## src/rtl/ssb_pkg.sv

```systemverilog
// shared constants, types and tables of the single-sideband frequency shifter
// hilbert coefficients, quarter-wave sine table, cell control struct
// no dependencies
`timescale 1ns / 1ps
`default_nettype none
package ssb_pkg;

  localparam int SAMPLE_BITS  = 24;
  localparam int COEF_BITS    = 18;
  localparam int SINE_BITS    = 18;
  localparam int TAP_COUNT    = 100;
  localparam int HALF_TAPS    = TAP_COUNT / 2;
  localparam int TAP_BITS     = $clog2(TAP_COUNT);
  localparam int HALF_BITS    = $clog2(HALF_TAPS);
  // delay of the direct path is TAP_COUNT-1, an odd delay held in the odd half of a cell
  localparam int DIRECT_CELL  = (TAP_COUNT - 2) / 2;
  localparam int SINE_ENTRIES = 1024;
  localparam int IDX_BITS     = $clog2(SINE_ENTRIES);
  localparam int QUARTER      = SINE_ENTRIES / 4;
  localparam int QTAB_BITS    = $clog2(QUARTER);
  localparam int FRAC_BITS    = 22;
  localparam int PHASE_BITS   = 32;
  localparam int INTERP_BITS  = 26;
  localparam int INV_HALF_PI  = 83443;
  localparam longint unsigned TWO_PI_Q30 = 64'd6746518852;

  localparam int CFG_IDX_BITS  = 1;
  localparam int CFG_DATA_BITS = 32;
  localparam logic [CFG_IDX_BITS-1:0] REG_TARGET_STEP = 1'b0;
  localparam logic [CFG_IDX_BITS-1:0] REG_STEP_SLOPE  = 1'b1;

  typedef logic signed [SAMPLE_BITS-1:0] sample_t;
  typedef logic signed [COEF_BITS-1:0]   coef_t;
  typedef logic signed [SINE_BITS-1:0]   sine_t;
  typedef logic [SINE_BITS-1:0]          qsine_tab_t [QUARTER];

  typedef struct packed {
    logic load;     // new sample enters, line moves one delay
    logic rotate;   // even half circulates toward cell zero
  } cell_ctl_t;

  localparam logic [COEF_BITS-1:0] HALF_COEF [HALF_TAPS] = '{
    18'd106,   18'd111,   18'd118,   18'd128,   18'd142,
    18'd158,   18'd178,   18'd201,   18'd227,   18'd258,
    18'd293,   18'd332,   18'd375,   18'd423,   18'd476,
    18'd535,   18'd598,   18'd668,   18'd743,   18'd825,
    18'd915,   18'd1011,  18'd1115,  18'd1228,  18'd1351,
    18'd1483,  18'd1627,  18'd1782,  18'd1952,  18'd2137,
    18'd2339,  18'd2560,  18'd2804,  18'd3075,  18'd3376,
    18'd3715,  18'd4098,  18'd4537,  18'd5044,  18'd5639,
    18'd6350,  18'd7216,  18'd8300,  18'd9701,  18'd11592,
    18'd14298, 18'd18517, 18'd26066, 18'd43601, 18'd131042
  };

  // odd-symmetric coefficient of one tap
  function automatic coef_t tap_coef(input logic [TAP_BITS-1:0] tap);
    logic [TAP_BITS-1:0] mirror;
    mirror = TAP_BITS'(TAP_COUNT - 1) - tap;
    if (tap < TAP_BITS'(HALF_TAPS)) begin
      return coef_t'(HALF_COEF[tap[HALF_BITS-1:0]]);
    end
    return -coef_t'(HALF_COEF[mirror[HALF_BITS-1:0]]);
  endfunction

  // quarter-wave sine, q30 taylor series rounded to q1.17, built at elaboration
  function automatic qsine_tab_t build_qsine();
    qsine_tab_t tab;
    logic [63:0] x, x2, term;
    logic signed [63:0] sum, q;
    for (int k = 0; k < QUARTER; k++) begin
      x = (64'(k) * TWO_PI_Q30) / SINE_ENTRIES;
      x2 = (x * x) >> 30;
      term = x;
      sum = signed'(x);
      for (int n = 1; n <= 12; n++) begin
        term = ((term * x2) >> 30) / 64'((2 * n) * (2 * n + 1));
        if (n % 2 == 1) begin
          sum = sum - signed'(term);
        end else begin
          sum = sum + signed'(term);
        end
      end
      if (sum < 0) begin
        sum = 0;
      end
      q = (sum + 64'sd4096) >>> 13;
      tab[k] = (q > 64'sd131071) ? 18'd131071 : q[SINE_BITS-1:0];
    end
    return tab;
  endfunction

  localparam qsine_tab_t QSINE = build_qsine();

  // full-circle sine entry from quarter-wave symmetry
  function automatic sine_t sine_at(input logic [IDX_BITS-1:0] j);
    logic [IDX_BITS:0] jj, k;
    logic neg;
    logic [SINE_BITS-1:0] mag;
    jj = {1'b0, j};
    neg = 1'b0;
    if (jj <= (IDX_BITS+1)'(QUARTER)) begin
      k = jj;
    end else if (jj <= (IDX_BITS+1)'(2 * QUARTER)) begin
      k = (IDX_BITS+1)'(2 * QUARTER) - jj;
    end else if (jj <= (IDX_BITS+1)'(3 * QUARTER)) begin
      k = jj - (IDX_BITS+1)'(2 * QUARTER);
      neg = 1'b1;
    end else begin
      k = (IDX_BITS+1)'(4 * QUARTER) - jj;
      neg = 1'b1;
    end
    // the peak entry lands on the cap
    mag = (k == (IDX_BITS+1)'(QUARTER)) ? SINE_BITS'((1 << (SINE_BITS - 1)) - 1)
                                         : QSINE[k[QTAB_BITS-1:0]];
    return neg ? -sine_t'(mag) : sine_t'(mag);
  endfunction

endpackage
`default_nettype wire

```

## src/rtl/ssb_cell.sv

```systemverilog
// one cell of the sample line: holds an even and an odd delay
// depends on ssb_pkg
`timescale 1ns / 1ps
`default_nettype none
module ssb_cell (
  input  wire logic              clk,
  input  wire logic              rst,
  input  wire ssb_pkg::cell_ctl_t ctl,
  input  wire ssb_pkg::sample_t  load_in,
  input  wire ssb_pkg::sample_t  rot_in,
  output ssb_pkg::sample_t       even,
  output ssb_pkg::sample_t       odd
);

  always_ff @(posedge clk) begin
    if (rst) begin
      even <= '0;
      odd  <= '0;
    end else if (ctl.load) begin
      even <= load_in;
      odd  <= even;
    end else if (ctl.rotate) begin
      even <= rot_in;
    end
  end

endmodule
`default_nettype wire

```

## config.mk

```make
export PLATFORM = sky130hd
export DESIGN_NAME = ssb_cell
export DESIGN_NICKNAME = d
export VERILOG_FILES = /design/src/rtl/ssb_pkg.sv /design/src/rtl/ssb_cell.sv
export SDC_FILE = /design/constraint.sdc
export NUM_CORES = 1
export LEC_CHECK = 0
export BUFFER_PORTS_ARGS = -buffer_cell sky130_fd_sc_hd__buf_2
export CORE_ASPECT_RATIO = 2
export CORE_UTILIZATION = 45
export CTS_CLUSTER_DIAMETER = 80
export DETAILED_ROUTE_END_ITERATION = 16
export PLACE_DENSITY = 0.86
export RECOVER_POWER = 100
export SLEW_MARGIN = 10
export SYNTH_ARGS = -nofsm -noshare
export SYNTH_HDL_FRONTEND = slang
export SYNTH_SLANG_ARGS = --single-unit
```

## constraint.sdc

```tcl
create_clock -name clk -period 0.9 [get_ports clk]
set_input_delay 0.135 -clock clk [delete_from_list [all_inputs] [get_ports clk]]
set_output_delay 0.135 -clock clk [all_outputs]
set_load 0.01 [all_outputs]
```

==> results.txt <==
----------------------------------------------------
[Logic synthesis]
  Synthesized area per cell ... 10.8 µm²
  Flop and latch count out of synthesis ... 48
  Simple-Gate Fraction of Synth Area ... 12.1%
  Synthesized area ... 1980 µm²
  Area share of xor/xnor cells in the synthesized design ... 0%
  Part of the Yosys area used for sequential elements ... 48.5%
  Count of synthesis-stage warnings from yosys ... 0
  Synthesized netlist net count ... 236
  Mux contribution to synthesized area ... between 20% and 30%
  Unique cell type count in the Yosys netlist ... 11
  Adder-cell share of the synthesized area ... 0%
  Complex-gate fraction of the synthesized area ... 9.10%
  Largest family of logic cells by synthesized area ... multiplexers
  Number of cells produced by synthesis ... 184

[STA]
  Number of max-slew violations in the final report ... 0
  Count of final setup violators ... 0
  Setup WS post-layout ... 0.000317 ns
  Worst Max-Slew Pin Slew ... 0.220 ns
  RSZ-0062 raised after global routing ... yes
  Max-slew headroom ... 85.3%
  Clock period minus final worst setup slack ... 0.900 ns
  Peak clock frequency supported by timing ... 1.11 GHz
  Final number of hold-violating endpoints ... 0
  Worst setup skew after layout ... 0.00216 ns
  Final period utilization ... 100%

[Setup path]
  CP max FO ... 3
  Crit-path leading delay family ... flip-flops
  CP max-delay cell ... sky130_fd_sc_hd__dfxtp_2
  Buffers plus inverters on the worst setup path ... 1
  Data arrival time at the worst-slack endpoint ... 0.76 ns
  Critical Path Sink Type ... output pin
  Worst-path cell chain ... buf_6
  Critical path required time ... 0.76 ns
  Kind of start point of the critical path ... flip-flop
  Delay of the slowest cell on the worst path ... between 0.3 and 0.4 ns
  Critical path class ... reg -> out

[Placed design]
  Dpl ws ... -0.0199 ns
  Area after DPL ... 2570 µm²
  Placed instance count ... 327
  Port Buffers ... 99
  Final weighted congestion of routability-driven global placement ... 0.752
  Half-perimeter wire length after placement ... 3400 µm

[GRT]
  Via count of the first global-routing pass ... 1764
  First-pass GRT wire length ... about 8000 µm
  Aggregate global routing overflow ... 0
  Largest net degree at the start of global routing ... between 40 and 50
  Gr usage total ... between 20 and 25%
  Number of antenna violations at the first check in global routing ... 0

[Route]
  Residual DRC count ... 0
  Final Routed Wirelength ... 5490 µm
  First-pass iteration count of the detailed router ... 4
  Initial detailed-routing violation count ... 27
  Detailed route wirelength on metal3 ... 224 µm
  Post-Route M1 WL ... a little over 2000 µm
  Final ANT Viol Nets ... 0
  Via count ... 1798
  Wirelength per Cell ... 15.5 µm
  Routed wl met2 ... about 3000 µm
  Highest routing layer actually used ... met4
  Vias/cell ... 5.06

[Clocking]
  Clock tree root buffer cell ... sky130_fd_sc_hd__clkbuf_8
  Clock transition time at the flip-flop clock pins of the worst setup and hold paths ... 0.09 ns
  Number of clock sinks seen by CTS ... 48
  Clock insertion delay at the later pin of the skew report ... 0.30 ns
  Max Buffers Root-to-Sink ... 2
  TritonCTS clock tree ... built
  CTS H-tree lvls ... 2
  Num CTS Buffers ... 5

[Final layout]
  Final Instance Count excl. Fillers ... roughly 360
  Leading cell type in the layout, fill and taps excluded ... sky130_fd_sc_hd__buf_2
  Top library cells by usage in the layout, fill and taps aside ... sky130_fd_sc_hd__buf_2, sky130_fd_sc_hd__dfxtp_2, sky130_fd_sc_hd__mux2i_1
  Cell area after layout ... 3220 µm²
  Layout-stage area growth over the synthesis result ... 62.5%
  Filler cells ... 278
  Ratio of cells with drive above 1 in the final layout ... 61.4%
  Net total in the final layout ... 355
  Count of antenna diodes in the layout ... 0

[Power]
  Pwr per Cell Area ... 1620 nW/µm²
  Worst vdd rail ir drop ... 1.41 mV
  Leakage power figure ... 1.55 nW

[Die]
  Number of top-level pins ... 100
  Number of core rows ... 33
  Initial core utilization ... a little under half
  Die area ... roughly 4700 µm²
  Die width ... 48.9 µm
  Die extent in y ... around 96 µm
  Placeable Area ... about 4200 µm²

[Min path]
  Worst min path class ... in -> reg

[Job]
  Reported max-cap violation count ... 0

[Outcome]
  Result of the run ... complete, no violations

----------------------------------------------------
[timing repair]
item / CTS / global route
gates cloned: 0 / 0
pin swaps: 0 / 2
endpoints found under the setup margin: 41 / 51
hold buffers: 0 / 0
setup buffers: 19 / 2
resized for setup: 55 / 43
[per-layer routing]
| layer | track usage [%] | up-vias |
|---|---|---|
| li1 | - | 882 |
| met1 | 22.8 | 843 |
| met2 | 42.9 | 61 |
| met3 | 5.06 | 12 |
| met4 | 11.8 | 0 |
| met5 | 0 | - |
[cells in the mapped netlist]
cell	n	share of area [%]
sky130_fd_sc_hd__buf_1	4	0.76
sky130_fd_sc_hd__mux2i_1	48	24
sky130_fd_sc_hd__nor2_1	24	4.5
sky130_fd_sc_hd__buf_12	2	2.0
sky130_fd_sc_hd__inv_1	1	0.19
sky130_fd_sc_hd__a211oi_1	24	9.1
sky130_fd_sc_hd__buf_2	3	0.76
sky130_fd_sc_hd__nor2b_1	24	7.6
sky130_fd_sc_hd__dfxtp_1	48	49
sky130_fd_sc_hd__buf_6	3	1.7
sky130_fd_sc_hd__clkbuf_1	3	0.57
[final timing paths]
kind	cells after the start	slack, ns	startpoint	endpoint
setup reg to reg	3	0.04	even[9]	even[9]
setup / recovery	1	0.0003	even[3]	even[3]
hold reg to reg	2	0.50	odd[6]	odd[6]
hold / removal	3	0.12	load_in[12]	even[12]
[state kept, by name (all words and copies together) (netlist names)]
signal,cells
even,24
odd,24
[power by group]
part           total [W]  switching [W]  leakage [nW]  internal, W
Combinational    0.00104       0.000423          1.07     0.000615
Clock            0.00179       0.000695        0.0642      0.00109
Sequential       0.00239       0.000105         0.413      0.00228
Total            0.00521        0.00122          1.55      0.00399
[kinds of logic after synthesis]
| group | Yosys count |
|---|---|
| mux | 48 |
| flops | 48 |
| simple gates | 48 |
| compound gates | 24 |
| buf+inv | 16 |
[stage by stage]
step	TNS, ns	hold slack (ns)	power, W	utilization (%)
2_1_floorplan	0	0.326	0.00281	-
3_3_place_gp	0	0.434	0.00313	61.5
3_5_place_dp	-0.0646	0.440	0.00315	61.5
4_1_cts	-0.00319	0.117	0.00509	71.4
5_1_grt	-0.341	0.114	0.00540	77.2
6_report	0	0.117	0.00521	77.2
[layout make-up]
| type | count | area, µm² | area share [%] |
|---|---|---|---|
| multi-input cells | 120 | 920 | 28.6 |
| clock buffers | 5 | 68.8 | 2.14 |
| well taps | 52 | 65.1 | 2.02 |
| flip-flops and latches | 48 | 1020 | 31.7 |
| inverters | 1 | 3.75 | 0.117 |
| clock inverters | 2 | 60.1 | 1.87 |
| repair buffers | 127 | 1080 | 33.6 |
Power figures use the tool's default switching activity.
